[config.mk]
export PLATFORM = sky130hd
export DESIGN_NAME = fxa_front
export DESIGN_NICKNAME = d
export VERILOG_FILES = /design/src/rtl/fxa_pkg.sv /design/src/rtl/fxa_front.sv
export SDC_FILE = /design/constraint.sdc
export NUM_CORES = 2
export LEC_CHECK = 0
export BUFFER_PORTS_ARGS = -buffer_cell sky130_fd_sc_hd__clkbuf_2
export CAP_MARGIN = 20
export CORE_UTILIZATION = 40
export DETAILED_ROUTE_END_ITERATION = 16
export PLACE_DENSITY_LB_ADDON = 0.12
export SETUP_SLACK_MARGIN = 0.2
export SLEW_MARGIN = 20
export SYNTH_ARGS = -nofsm -noshare
export SYNTH_HDL_FRONTEND = slang
export SYNTH_SLANG_ARGS = --single-unit
[constraint.sdc]
create_clock -name clk -period 1.4 [get_ports clk]
set_input_delay 0.07 -clock clk [delete_from_list [all_inputs] [get_ports clk]]
set_output_delay 0.07 -clock clk [all_outputs]
set_load 0.05 [all_outputs]
[src/rtl/fxa_pkg.sv]
// shared types, op codes and widths for the fixed-point alu
`default_nettype none
package fxa_pkg;
	localparam int FRAC_BITS = 8;
	localparam int DW        = 32;
	localparam int NUM_W     = DW + FRAC_BITS;
	localparam int QW        = NUM_W;

	typedef enum logic [3:0] {
		OP_ADD     = 4'd0,
		OP_SUB     = 4'd1,
		OP_MUL     = 4'd2,
		OP_DIV     = 4'd3,
		OP_MIN     = 4'd4,
		OP_MAX     = 4'd5,
		OP_INC     = 4'd6,
		OP_DEC     = 4'd7,
		OP_TOINT   = 4'd8,
		OP_FROMINT = 4'd9
	} op_t;

	// what travels down the row alongside the division
	typedef struct packed {
		logic               vld;
		logic               is_div;
		logic               neg;
		logic               dz;
		logic [DW-1:0]      res;
		logic               lt;
		logic               eq;
		logic               gt;
		logic [NUM_W-1:0]   num;
		logic [DW-1:0]      den;
		logic [DW:0]        rem;
		logic [QW-1:0]      quo;
	} cell_t;
endpackage
`default_nettype wire

[src/rtl/fxa_front.sv]
// decode stage: simple ops, comparisons, multiplier, and divider operand prep
`default_nettype none
module fxa_front
	import fxa_pkg::*;
(
	input  wire logic              clk,
	input  wire logic              arst_n,
	input  wire logic              en,
	input  wire logic              in_vld,
	input  wire logic [3:0]        op,
	input  wire logic signed [31:0] operand_a,
	input  wire logic signed [31:0] operand_b,
	output cell_t                  cell_o
);
	logic signed [63:0] prod;
	logic signed [63:0] prod_sh;
	logic [DW-1:0]      r;
	logic               lt, eq, gt;
	logic [DW-1:0]      ma, mb;
	cell_t              c;

	assign lt = operand_a < operand_b;
	assign eq = operand_a == operand_b;
	assign gt = operand_a > operand_b;
	assign prod = 64'(operand_a) * 64'(operand_b);
	assign prod_sh = prod >>> FRAC_BITS;
	assign ma = operand_a[DW-1] ? DW'(-operand_a) : operand_a;
	assign mb = operand_b[DW-1] ? DW'(-operand_b) : operand_b;

	always_comb begin
		case (op)
			OP_ADD:     r = operand_a + operand_b;
			OP_SUB:     r = operand_a - operand_b;
			OP_MUL:     r = prod_sh[DW-1:0];
			OP_MIN:     r = (operand_a <= operand_b) ? operand_a : operand_b;
			OP_MAX:     r = (operand_a >= operand_b) ? operand_a : operand_b;
			OP_INC:     r = operand_a + 32'sd1;
			OP_DEC:     r = operand_a - 32'sd1;
			OP_TOINT:   r = operand_a >>> FRAC_BITS;
			OP_FROMINT: r = operand_a << FRAC_BITS;
			default:    r = '0;
		endcase
	end

	always_comb begin
		c        = '0;
		c.vld    = in_vld;
		c.is_div = (op == OP_DIV) && (operand_b != 32'sd0);
		c.dz     = (op == OP_DIV) && (operand_b == 32'sd0);
		c.neg    = operand_a[DW-1] ^ operand_b[DW-1];
		c.res    = r;
		c.lt     = lt;
		c.eq     = eq;
		c.gt     = gt;
		c.num    = {ma, {FRAC_BITS{1'b0}}};
		c.den    = mb;
	end

	always_ff @(posedge clk or negedge arst_n) begin
		if (!arst_n) begin
			cell_o <= '0;
		end else if (en) begin
			cell_o <= c;
		end
	end
endmodule
`default_nettype wire

After elaboration in Yosys (flattened, before gate mapping)
Index checks and enable logic that the tools add are counted.

word-level totals
  output and inout port bits = 184
  word-level logic and storage cells = 42
  register bits = 103
  bits of input ports = 72
  memory bits (writable) = 0
  memories kept = 0
  bits in read-only memories = 0
  latch bits = 0

operators by class
  divide/modulo/power cells = 0
  magnitude comparators = 4
  mux-type cells = 5
  reduce and logical (&&, ||, !) cells = 5
  multipliers = 1
  bitwise gates (word level) = 1
  equality and inequality tests = 10
  add/subtract/negate cells = 6
  shifts and indexed selects = 0

operators by type and width
  kind                     number
  $pmux W32 S9             1
  $mux W32                 4
  $neg A32 Y32             2
  $mul A32 B32 Y40         1
  $add A32 B2 Y32 const B  1
  $add A32 B32 Y32         1
  $eq A32 B32 Y1           1
  $ge A32 B32 Y1           1
  $gt A32 B32 Y1           1
  $le A32 B32 Y1           1
  $logic_not A32 Y1        1
  $lt A32 B32 Y1           1
  $reduce_bool A32 Y1      1
  $sub A32 B2 Y32 const B  1
  $sub A32 B32 Y32         1
  $eq A4 B3 Y1 const B     4
  $eq A4 B2 Y1 const B     2
  $eq A4 B4 Y1 const B     2
  $eq A4 B1 Y1 const B     1
  $logic_not A4 Y1         1
  $logic_and A1 B1 Y1      2
  $xor A1 B1 Y1            1

Longest topological paths before layout
  depth in word-level cells = 3
  depth in mapped cells = 29
  depth with buffers taken out = 27

Worst setup path before layout
Ideal clock, no wire load.

  path type = input-to-reg
  start = input port operand_a[21]
  end = register cell_o[174] (netlist name)
  data required time = 1.279 ns
  stages on the path = 26
  arrival = 6.928 ns
  buffers on the path = 3
  slack = -5.649 ns
  library setup time = 0.121 ns
  path through = clkbuf_1 > clkbuf_1 > clkbuf_1 > and2_1 > fa_1 > fa_1 > inv_1 > fa_1 > fa_1 > inv_1 > fa_1 > fa_1 > fa_1 > fa_1 > ha_1 > a21oi_1 > nor2b_1 > o21ai_0 > nor2b_1 > a21oi_1 > a211o_1 > a31o_2 > a21oi_1 > xor2_1 > o221ai_1 > a22o_1

on the way
  word-level cells in the longest chain between the ends = 3
  elaborated cells between the ends (all ways) = 10
  classes of those cells = 4 x add/sub; 1 x mul; 2 x order compare; 3 x mux

RTL lines
  what                                                                      RTL line         RTL
  start, declared                                                           fxa_front.sv:11  input wire logic signed [31:0] operand_a,
  parallel branches: the longest is 2 deep, another holds $mul A32 B32 Y40  --
  $pmux W32 S9 (*)                                                          fxa_front.sv:31  case (op)
  end signal, assigned                                                      fxa_front.sv:61  cell_o <= '0;
  end signal, assigned                                                      fxa_front.sv:63  cell_o <= c;
  end, declared                                                             fxa_front.sv:13  output cell_t cell_o

Mark *: on every way between the ends.
A chain may end at the register's enable or synchronous reset.

Worst setup path after layout
  start = input port operand_b[2]
  end = register cell_o[174] (netlist name)

on the way
  word-level cells in the longest chain between the ends = 3
  elaborated cells between the ends (all ways) = 8
  classes of those cells = 2 x add/sub; 1 x mul; 2 x order compare; 3 x mux

RTL lines
  what                                                                      RTL line         RTL
  start, declared                                                           fxa_front.sv:12  input wire logic signed [31:0] operand_b,
  parallel branches: the longest is 2 deep, another holds $mul A32 B32 Y40  --
  $pmux W32 S9 (*)                                                          fxa_front.sv:31

Marks and branches as above.

==> flow_summary_export.csv <==
group,metric,value,unit
outcome,status,"finished with violations",
outcome,failed_checks,"negative setup slack",
global_route,grt_util_met1,46.7,%
yosys,synth_edf_count,0,
die,ios,256,
clock_tree,cts.sinks,103,
detailed_routing,drtIter0Drc,3005,
yosys,synth_top_area_share,37.8,%
yosys,yosys.area_share.simple,17.2,%
setup_path,cp.required,1.69,ns
setup_path,crit_path_end_kind,"flip-flop",
sta,tightest_slew,0.840,ns
clock_tree,cts_tree,"built",
yosys,synth_xor_xnor_area_share,5.49,%
cells_and_area,area_growth,34.9,%
hold_path,min_path_cells,3,
global_route,grt_busiest_layer,"met2",
yosys,yosysTopAreaCell,"fa_1",
yosys,synth-compound-area-share,9.78,%
detailed_routing,drt-total-wl,152000,um
yosys,yosys_warnings,0,
global_route,grt_use_met3,5.66,%
global_route,grt_overflow,0,
die,start_util,40.6,%
detailed_routing,vias,31200,
cells_and_area,regMostFlops,"cell_o",
sta,tns,-226.07,ns
detailed_routing,drc,0,
yosys,synthesis.area,34100,um2
clock_tree,clock-root-buffer,"clkbuf_16",
sta,hold_viol,0,
yosys,synth-seq-cells,103,
cells_and_area,largest_reg_flops,103,
yosys,synth_ff_type,"dfrtp_1",
global_route,grt_util_all_layers,34.0,%
die,rows,106,
yosys,synthCells,3969,
placed_design,numPortBuffers,174,
die,core_area,84100,um2
yosys,syn_avg_cell_area,8.60,um2
yosys,synth_seq_area_share,7.55,%
clock_tree,clockBufferDepth,2,
cells_and_area,nets,5696,
detailed_routing,wl_per_cell,25.9,um
setup_path,critical_path_class,"in -> reg",
hold_path,hp-class,"in -> reg",
clock_tree,clk_latency,0.38,ns
cells_and_area,layout-drive-gt1-share,30.4,%
die,die_h,294,um
placed_design,hpwl,121000,um
yosys,ys_top_cells_by_area,"fa_1 38%, ha_1 8.8%, inv_1 7.8%",
clock_tree,clk_transition_reported_paths,0.09,ns
setup_path,critical_path_arrival,7.06,ns
placed_design,gp_congestion,1.04,
setup_path,cp_max_fo,5,
sta,worst_slack,-5.37,ns
sta,post-route-min-period,6.77,ns
sta,finalSetupViolCount,88,
yosys,netlist-cell-type-count,75,
detailed_routing,antenna_left,0,
sta,fin_crit_sh,483,%
global_route,grt_max_degree,77,
detailed_routing,routed_via_density,5.30,
yosys,synth_mux_area_share,0.931,%
die,die_area,86500,um2
clock_tree,htreeDepth,3,
sta,skew,0,ns
sta,maxSlewHeadroom,43.5,%
yosys,synth_top_family_by_area,"adder cells",
die,die_x,294,um
sta,slew_violations,0,
setup_path,worstSetupStartpointType,"input port",
clock_tree,cts_buffers,9,
cells_and_area,top_regs,"cell_o (103)",
sta,rsz0062_at_grt,"true",
global_route,met2_usage,53.1,%
detailed_routing,firstDrtPassIters,8,
global_route,grt_pass1_vias,32000,
flow_run,drv_cap,0,
yosys,ys_async_sr_fraction,100,%
yosys,synth_fa_ha_area_share,46.6,%
setup_path,rr_worst_depth,4,
global_route,grt_pass1_wl,213000,um
cells_and_area,fin_area,46000,um2
global_route,antenna_found_initial,17,
sta,fmax,148,MHz
placed_design,place_area,42400,um2
==> cell type report <==
type / count / area, um2
multi-input combinational: 2901 / 29900
fill: 7878 / 38100
tap: 1134 / 1420
clock inverter: 6 / 51.3
antenna: 7 / 17.5
timing repair buffer: 1006 / 9100
clock buffer: 10 / 239
sequential: 103 / 2580
inverter: 719 / 2730
==> layout by cell type, fill, tap and decap left out, types with 103 or more instances in the layout <==
| cell | Yosys | layout |
|---|---|---|
| clkbuf_2 | 0 | 126 |
| dfrtp_1 | 103 | 103 |
| fa_1 | 644 | 583 |
| a21oi_1 | 200 | 170 |
| nor2_1 | 172 | 163 |
| and2_1 | 399 | 369 |
| xnor2_1 | 142 | 118 |
| ha_1 | 240 | 195 |
| inv_1 | 709 | 678 |
| buf_4 | 81 | 674 |
| nand2_1 | 400 | 374 |
==> synthesized netlist by cell type, types with 8 or more instances <==
cell       instances
nand4_1           15
a21o_1            28
o31ai_1           14
nor4_1            10
dfrtp_1          103
o22ai_1           15
buf_4             81
a21oi_1          200
nor2_1           172
xor2_1            72
o21ai_0           72
o2bb2ai_1         10
and2_1           399
nand2_1          400
buf_1             16
mux2i_1           25
a211oi_1          19
nor2b_1           14
o41ai_1            8
nand3_1           24
xnor2_1          142
or4_1              8
o21a_1            10
o21bai_1          12
a222oi_1          14
ha_1             240
o21ai_1           23
a31oi_1           13
or3_1             17
nand2b_1          31
clkinv_1           8
fa_1             644
inv_1            709
o221ai_1          17
a221oi_1          14
nor3_1            46
o211ai_1           8
clkbuf_1         227
==> worst max-delay path, stage by stage <==
cell	delay, ns
clkbuf_16	0.15
buf_12	0.15
and2_4	0.16
fa_1	0.51
fa_1	0.52
inv_1	0.06
fa_1	0.48
fa_1	0.57
inv_2	0.04
fa_1	0.46
fa_1	0.57
fa_2	0.48
fa_1	0.62
ha_4	0.22
o21a_4	0.22
o211ai_1	0.23
buf_4	0.18
nor3_4	0.04
a211o_4	0.36
a31o_4	0.25
a21oi_4	0.13
xor2_2	0.22
o221ai_1	0.14
a22o_1	0.19
==> kinds of logic (layout without fill, tap and decap cells) <==
group,count (synthesis),in the layout
compound gates,523,523
xor+xnor,214,214
fa+ha+maj,884,884
buf+inv,1045,1741
flops,103,103
mux,31,31
other cells,1,88
simple gates,1168,1168
==> path summary, 6_finish.rpt <==
check	slack (ns)	from	endpoint
max	-5.37	operand_b[2]	cell_o[174]
min	0.12	operand_b[0]	cell_o[73]
max reg2reg	-0.09	cell_o[169]	cell_o[169]
min reg2reg	0.49	cell_o[162]	cell_o[162]
max in group asynchronous	0.69	arst_n	cell_o[121]
min in group asynchronous	0.16	arst_n	cell_o[135]
==> stage by stage <==
step / worst slack, ns / cells / hold slack, ns / util (%)
6_report: -5.37 / 5886 / 0.124 / 54.7
3_5_place_dp: -5.89 / 5792 / 0.0262 / 50.4
5_1_grt: -5.53 / 5885 / 0.125 / 54.7
3_3_place_gp: -5.84 / 5792 / 0.0207 / 50.4
4_1_cts: -5.32 / 5834 / 0.112 / 52.5
2_1_floorplan: -5.17 / 4049 / -0.226 / -
==> what timing repair did <==
item,CTS,global route
endpoints found under the hold margin,100,0
setup endpoints to repair,106,104
cloned,4,21
pin swaps,78,156
setup buffers,20,24
hold buffers,2,0
gates resized for setup,251,312
==> per-layer routing <==
layer | wire length (um) | share of wire, % | vias to the layer above
met1 | 63700 | 42 | 15800
met3 | 12800 | 8.4 | 312
met5 | 73 | 0.048 | -
li1 | - | - | 13700
met2 | 68000 | 45 | 1377
met4 | 7890 | 5.2 | 10
Power is left out: the tool's default activity adds up to more than one toggle a clock period on the data nets, which glitch-free logic cannot reach.
