### config.mk
export PLATFORM = sky130hd
export DESIGN_NAME = fxa_cell
export DESIGN_NICKNAME = d
export VERILOG_FILES = /design/src/rtl/fxa_pkg.sv /design/src/rtl/fxa_cell.sv
export SDC_FILE = /design/constraint.sdc
export NUM_CORES = 1
export LEC_CHECK = 0
export BUFFER_PORTS_ARGS = -buffer_cell sky130_fd_sc_hd__buf_2
export CAP_MARGIN = 20
export CORE_ASPECT_RATIO = 1.4
export CORE_MARGIN = 8
export CORE_UTILIZATION = 38
export DETAILED_ROUTE_END_ITERATION = 8
export PLACE_DENSITY = 0.65
export SKIP_CTS_REPAIR_TIMING = 1
export SLEW_MARGIN = 0
export SYNTH_ARGS = -nofsm -noshare
export SYNTH_HDL_FRONTEND = slang
export SYNTH_SLANG_ARGS = --single-unit
### constraint.sdc
create_clock -name clk -period 2.4 [get_ports clk]
set_input_delay 0.24 -clock clk [delete_from_list [all_inputs] [get_ports clk]]
set_output_delay 0.24 -clock clk [all_outputs]
set_load 0.05 [all_outputs]
### src/rtl/fxa_pkg.sv
// shared types, op codes and widths for the fixed-point alu
`default_nettype none
package fxa_pkg;
	localparam int FRAC_BITS = 8;
	localparam int DW        = 32;
	localparam int NUM_W     = DW + FRAC_BITS;
	localparam int QW        = NUM_W;

	typedef enum logic [3:0] {
		OP_ADD     = 4'd0,
		OP_SUB     = 4'd1,
		OP_MUL     = 4'd2,
		OP_DIV     = 4'd3,
		OP_MIN     = 4'd4,
		OP_MAX     = 4'd5,
		OP_INC     = 4'd6,
		OP_DEC     = 4'd7,
		OP_TOINT   = 4'd8,
		OP_FROMINT = 4'd9
	} op_t;

	// what travels down the row alongside the division
	typedef struct packed {
		logic               vld;
		logic               is_div;
		logic               neg;
		logic               dz;
		logic [DW-1:0]      res;
		logic               lt;
		logic               eq;
		logic               gt;
		logic [NUM_W-1:0]   num;
		logic [DW-1:0]      den;
		logic [DW:0]        rem;
		logic [QW-1:0]      quo;
	} cell_t;
endpackage
`default_nettype wire

### src/rtl/fxa_cell.sv
// one restoring division cell: brings down one dividend bit, makes one quotient bit
`default_nettype none
module fxa_cell
	import fxa_pkg::*;
(
	input  wire logic  clk,
	input  wire logic  arst_n,
	input  wire logic  en,
	input  wire cell_t cell_i,
	output cell_t      cell_o
);
	logic [DW+1:0] trial;
	logic [DW:0]   shifted;
	cell_t         c;

	assign shifted = {cell_i.rem[DW-1:0], cell_i.num[NUM_W-1]};
	assign trial   = {1'b0, shifted} - {2'b00, cell_i.den};

	always_comb begin
		c     = cell_i;
		c.num = {cell_i.num[NUM_W-2:0], 1'b0};
		if (!trial[DW+1]) begin
			c.rem = trial[DW:0];
			c.quo = {cell_i.quo[QW-2:0], 1'b1};
		end else begin
			c.rem = shifted;
			c.quo = {cell_i.quo[QW-2:0], 1'b0};
		end
	end

	always_ff @(posedge clk or negedge arst_n) begin
		if (!arst_n) begin
			cell_o <= '0;
		end else if (en) begin
			cell_o <= c;
		end
	end
endmodule
`default_nettype wire

# Word-level counts from Yosys, hierarchy flattened
# Index checks and enable logic that the tools add are counted.
[totals] reg_bits=183 inputBits=187 out_inout_bits=184
[op_classes] addsub=1 mux=1
[ops] cell="73-bit 2-to-1 mux" n=1
[ops] cell="33-bit by 32-bit subtractor with 34-bit output" n=1

# Depth between registers and ports, before layout
# Gate-level depths: netlist of the first run.
[logic_depth] depth_word=2 mapped_depth=13

# Worst setup path before layout of the first run
# Ideal clock, no wire load.
[synth_path] kind="input -> register" startpoint="in cell_i[144] (netlist bit)" endpoint="reg cell_o[72] (netlist bit)" setup_time_ns=0.104 t_arrival_ns=2.444 t_required_ns=2.296 path_slack_ns=-0.147 path_stages=13 n_path_buf=0 cell_sequence="inv_1 -> ha_1 -> inv_1 -> fa_1 -> a21oi_1 -> nand4b_1 -> a211oi_2 -> nor3b_2 -> o31ai_2 -> a221oi_4 -> nor3_1 -> a41o_1 -> o41ai_2"
[synth_via] elab_chain_cells=2
[synth_lines] item="from (decl)" line="fxa_cell.sv:9" rtl="input wire cell_t cell_i,"
[synth_lines] item="33-bit by 32-bit subtractor with 34-bit output" line="fxa_cell.sv:17" rtl="assign trial = {1'b0, shifted} - {2'b00, cell_i.den};"
[synth_lines] item="73-bit 2-to-1 mux" line="fxa_cell.sv:22" rtl="if (!trial[DW+1]) begin"
[synth_lines] item="to (signal assigned)" line="fxa_cell.sv:33" rtl="cell_o <= '0;"
[synth_lines] item="to (signal assigned)" line="fxa_cell.sv:35" rtl="cell_o <= c;"
[synth_lines] item="to (decl)" line="fxa_cell.sv:10" rtl="output cell_t cell_o"
# Every way passes these cells.
# A chain may end at the register's enable or synchronous reset.

# Worst setup path in the final report of the first run
[layout_path] startpoint="in cell_i[73] (netlist bit)" endpoint="reg cell_o[72] (netlist bit)"
# Same word-level chain as after synthesis.

==> out/metrics.yaml, run 1 <==
start_util_pct: 38.4
yosys_warnings: 0
drc: 0
ir_drop_mv: 0.563
avgViaCountPerCell: 4.89
power_leakage_nw: 6.24
arrival_ps: 2640
drtPass1Iterations: 4
finalCritPeriodShare_pct: 95.5
ys_ff_latch: 183
die-area_mm2: 0.0286
max_freq_mhz: 436
hold_depth: 2
rr_startpoint: "cell_o[45]"
largestRegisters: "cell_o (183)"
io_buffers: 367
num_vias: 7330
antenna_found_initial: 4
rows: 66
reg2reg_to: "cell_o[45]"
die_h_um: 197
grt_pass1_vias: 8057
clockRootBuffer: "clkbuf_16"
cts_tree: "done"
ys_seq_area_share_pct: 51.5
dp_cells: 1462
gp_congestion: 0.876
grt-ovfl-total: 0
clk_path_buf_depth: 2
worst_setup_path_start_kind: "input port"
worst_pin_slew_ps: 510
ant_nets: 0
drive_gt1_share_pct: 55.2
min_from: "cell_i[27]"
worst-setup-path-type: "input port to flop"
drt_wl_total_mm: 27.1
grt_max_degree: 70
final_util_pct: 53.8
htreeDepth: 4
drt_iter0_drc: 302
p_per_area_mw_per_mm2: 807
setup_violations: 0
finalHoldViolCount: 0
skew_ps: 0
critical_path_required_ps: 2740
drv_cap: 0
fin_cells: 1498
syn_nets: 961
status: "complete, no violations"
hold_slack_ps: 25.2
clock_latency_ps: 430
yosys.cell_types.count: 58
place_hpwl_mm: 21.8
synth_flop_cell: "dfrtp_1"
syn_area_per_cell_um2: 12.0
grt_usage_pct: 18.7
coreArea_mm2: 0.0231
die_x_um: 145
tns_ps: 0
largest_reg_flops: 183
regMostFlops: "cell_o"
synth-async-reset-ratio_pct: 100
final_nets: 1399
cts_buffers: 17
maxSlewViolCount: 0
synthesis.area_mm2: 0.00888
worstHoldPathType: "input port to flop"
end_kind: "flop"
rsz0062_at_grt: "yes"
min_period_ps: 2290
path_clk_slew_ps: 70
wl_per_cell_um: 18.1
synth_edf_count: 0
path_max_fanout: 2
cts_sinks: 183
grt_pass1_wl_mm: 42.3
synth_cells: 741
slew_headroom_pct: 65.8
worst_r2r_path_depth: 1
area.growth.synth_to_final_pct: 40.0
hold_end: "cell_o[28]"
rrSetupSlack_ps: 1550
io_pins: 371
-- cell type report --
cell class / instances / area (um2)
Fill cell: 2103 / 10700
Sequential cell: 183 / 4580
Multi-Input combinational cell: 482 / 4100
Timing Repair Buffer: 454 / 2580
Clock buffer: 17 / 425
Tap cell: 306 / 383
Clock inverter: 14 / 208
Inverter: 41 / 154
Antenna cell: 1 / 2.50
-- stage by stage --
| stage | total power [W] | instance area [um2] | worst slack (ps) |
|---|---|---|---|
| floorplan | 0.00591 | 8940 | -61.6 |
| global placement | 0.00695 | 11700 | -389 |
| detailed placement | 0.00699 | 11700 | -424 |
| CTS | 0.0101 | 12400 | 42.5 |
| global route | 0.0105 | 12400 | -56.7 |
| finish | 0.0100 | 12400 | 108 |
-- Yosys cell counts, types with 2 or more instances --
cell,count,share of area [%]
a211oi_1,6,0.51
a21o_1,17,1.4
a21oi_1,51,2.9
a31oi_1,5,0.35
and3_1,5,0.35
buf_2,6,0.34
buf_4,3,0.25
clkbuf_1,25,1.1
dfrtp_1,183,52
ha_1,32,4.5
inv_1,40,1.7
mux2_2,150,19
mux2i_1,24,2.7
nand2_1,30,1.3
nand2b_1,4,0.28
nand3_1,9,0.51
nand3b_1,3,0.25
nand4_1,4,0.28
nor2_1,44,1.9
nor2b_1,3,0.21
nor3_1,6,0.34
o211ai_1,3,0.25
o21a_1,3,0.25
o21ai_0,14,0.79
o21ai_1,8,0.45
o21bai_1,4,0.34
or2_1,2,0.14
xnor2_1,14,1.4
xor2_1,14,1.4
-- worst max-delay path, cell delays in order --
cell	delay (ps)
buf_2	140
ha_4	180
inv_1	60
fa_2	210
a21oi_2	60
nand4b_1	210
a211oi_2	290
nor3b_2	70
buf_4	150
o31ai_4	280
a221oi_4	100
buf_4	150
a41o_1	240
o41ai_2	250
-- report_power, final --
part	total (W)	leakage (nW)	internal [W]	switching [W]
clock network	0.00311	0.309	0.00177	0.00133
registers	0.00362	2.13	0.00344	0.000179
logic	0.00330	3.80	0.00107	0.00223
-- kinds of logic after synthesis --
kind of cell / count (synthesis) / share of synthesized area (%)
AND/OR/NAND/NOR: 116 / 6.08
multiplexers: 174 / 21.7
buffers and inverters: 76 / 3.51
other: 1 / 0.0422
adder cells (fa/ha/maj): 33 / 4.73
flip-flops: 183 / 51.5
XOR/XNOR: 28 / 2.76
AO/OA/AOI/OAI: 130 / 9.61
-- worst max path at each step --
stage / start / to / slack, ps
2_1_floorplan: cell_i[144] / cell_o[72] / -60
3_3_place_gp: cell_i[144] / cell_o[72] / -390
3_5_place_dp: cell_i[144] / cell_o[72] / -420
4_1_cts: cell_i[144] / cell_o[72] / 40
5_1_grt: cell_i[73] / cell_o[72] / -60
6_report: cell_i[73] / cell_o[72] / 110
-- cell usage in the layout, fill, tap and decap left out, types with 23 or more instances in the layout --
| master | count |
|---|---|
| dfrtp_1 | 183 |
| mux2i_1 | 23 |
| buf_4 | 80 |
| inv_1 | 39 |
| ha_1 | 27 |
| a21oi_1 | 50 |
| nand2_1 | 30 |
| nor2_1 | 44 |
| mux2_2 | 150 |
| buf_2 | 365 |
-- per-layer routing --
metal / wire length [um] / up-vias / GRT usage [%] / part of all wire (%)
met3: 2600 / 52 / 8.40 / 9.6
li1: - / 3483 / - / -
met1: 9740 / 3506 / 18.7 / 36
met2: 14000 / 283 / 33.6 / 52
met5: 41 / - / 0 / 0.15
met4: 658 / 6 / 7.15 / 2.4
Power figures use the tool's default switching activity.
==> run 2: changes to the inputs <==
- CORE_UTILIZATION: 38 -> 29
- PLACE_DENSITY: 0.65 -> 0.52
==> run 2 against run 1 <==
Flip-flop and latch count unchanged. Sequential power about the same. Largest cell class unchanged. Design area grew 2.6%.
==> out/metrics.yaml, run 2 (synthesis results as in run 1) <==
wl_per_cell_um: 18.2  # +0.83%
gp_congestion: 0.880  # +0.46%
clock_latency_ps: 440  # about the same
status: "complete, no violations"
rows: 76  # +15%
start_util_pct: 29.2  # -9.2 points
min_period_ps: 2280  # -8.84 ps
rsz0062_at_grt: "yes"
num_vias: 7273  # -0.78%
coreArea_mm2: 0.0304  # +32%
largest_reg_flops: 183  # unchanged
slowest_stage: "fa_2"
worst_setup_path_start_kind: "input port"
arrival_ps: 2630  # about the same
largestRegisters: "cell_o (183)"
cts_tree: "done"
area.growth.synth_to_final_pct: 43.6
io_buffers: 367  # unchanged
setup_ws_ps: 117  # +8.84 ps
p_per_area_mw_per_mm2: 776  # -3.8%
avgViaCountPerCell: 4.53  # -7.3%
grt_pass1_vias: 8100  # +0.53%
cts_sinks: 183  # unchanged
cts_buffers: 17  # unchanged
drc: 0  # unchanged
final_util_pct: 41.9  # -12 points
clk_path_buf_depth: 2  # unchanged
final_cell_mix: "364 x buf_2, 183 x dfrtp_1, 150 x mux2_2"
final_nets: 1421  # +1.6%
drt_iter0_drc: 329  # +8.9%
ir_drop_mv: 0.464  # -18%
finalHoldViolCount: 0  # unchanged
grt_max_degree: 81  # +16%
path_max_fanout: 3  # +1
place_ws_ps: -503  # -79.4 ps
rrSetupSlack_ps: 1540  # about the same
worstHoldPathType: "input port to flop"
path_clk_slew_ps: 70  # about the same
end_kind: "flop"
die_h_um: 223  # +13%
grt_usage_pct: 16.0  # -2.7 points
hold_depth: 2  # unchanged
io_pins: 371  # unchanged
place_hpwl_mm: 23.4  # +7.4%
grt_pass1_wl_mm: 44.8  # +6.0%
finalCritPeriodShare_pct: 95.1  # -0.37 points
worst_r2r_path_depth: 1  # unchanged
antenna_found_initial: 1  # -3
drive_gt1_share_pct: 55.3  # +0.11 points
setup_violations: 0  # unchanged
worst-setup-path-type: "input port to flop"
drtPass1Iterations: 4  # unchanged
htreeDepth: 4  # unchanged
antenna_cells: 0  # -1
maxSlewViolCount: 0  # unchanged
path_cells: "buf_8 -> inv_4 -> ha_4 -> inv_2 -> fa_2 -> a21oi_2 -> nand4b_1 -> a211oi_2 -> nor3b_2 -> buf_4 -> o31ai_4 -> a221oi_4 -> nor3_2 -> a41o_1 -> o41ai_2"
regMostFlops: "cell_o"
drv_cap: 0  # unchanged
final_common_cell: "buf_2"
clockRootBuffer: "clkbuf_16"
drt_wl_total_mm: 29.2  # +8.0%
crit_path_max_incr_delay_ps: 360  # +70 ps
die_x_um: 164  # +13%
grt-ovfl-total: 0  # unchanged
max_freq_mhz: 438  # +0.39%
skew_ps: 0  # unchanged
critical_path_required_ps: 2750  # about the same
die-area_mm2: 0.0366  # +28%
power_leakage_nw: 6.34  # +1.5%
ant_nets: 0  # unchanged
fillCellCount: 3073  # +46%
run 2: cell count changes in the layout (fill, tap and decap cells not counted), moves of 2 or more:
cell           previous run  this run
dlygate4sd3_1             1        15
buf_4                    80        87
bufinv_16                 4         2
clkinv_2                  1         3
clkinv_4                  1         3
inv_1                    39        37
run 2: layout make-up:
type                    count  area [um2]  share of cell area (%)
inverters                  41         156                    1.23
well taps                 390         488                    3.82
clock buffers              17         425                    3.33
clock inverters            15         166                    1.30
flip-flops and latches    183        4580                    35.9
repair buffers            476        2810                    22.0
multi-input cells         482        4140                    32.4
run 2: critical path, delay by kind of cell:
kind | cells | cell delay [ps]
AO/OA/AOI/OAI | 6 | 1120
adder cells (fa/ha/maj) | 2 | 500
buffers and inverters | 4 | 350
AND/OR/NAND/NOR | 3 | 410
run 2: through the flow:
stage	cell area (um2)	hold slack (ps)	instances	power, W	TNS [ps]
after floorplan	8940	-55.6	741	0.00591	-61.6
after global placement	11900	230	1555	0.00704	-10250
after detailed placement	11900	234	1555	0.00706	-11930
after CTS	12500	-268	1587	0.0100	0
after global routing	12800	-0.244	1604	0.0104	-39.5
final	12800	19.5	1604	0.00990	0
run 2: power by group:
part | internal, W | switching (W)
combinational | 0.00112 | 0.00226
sequential | 0.00345 | 0.000188
clock | 0.00156 | 0.00133
run 2: per-layer routing:
metal	global-route usage [%]	up-vias	share of wire, %
met5	0	-	0
met4	5.26	0	1.6
met3	6.00	24	8.4
met2	29.6	248	54
met1	16.0	3476	36
li1	-	3525	-
run 2: path summary, 6_finish.rpt:
kind	from	to
max in group asynchronous	arst_n	cell_o[140]
min in group asynchronous	arst_n	cell_o[89]
max	cell_i[144]	cell_o[72]
min reg2reg	cell_o[65]	cell_o[65]
max reg2reg	cell_o[45]	cell_o[45]
min	cell_i[11]	cell_o[12]
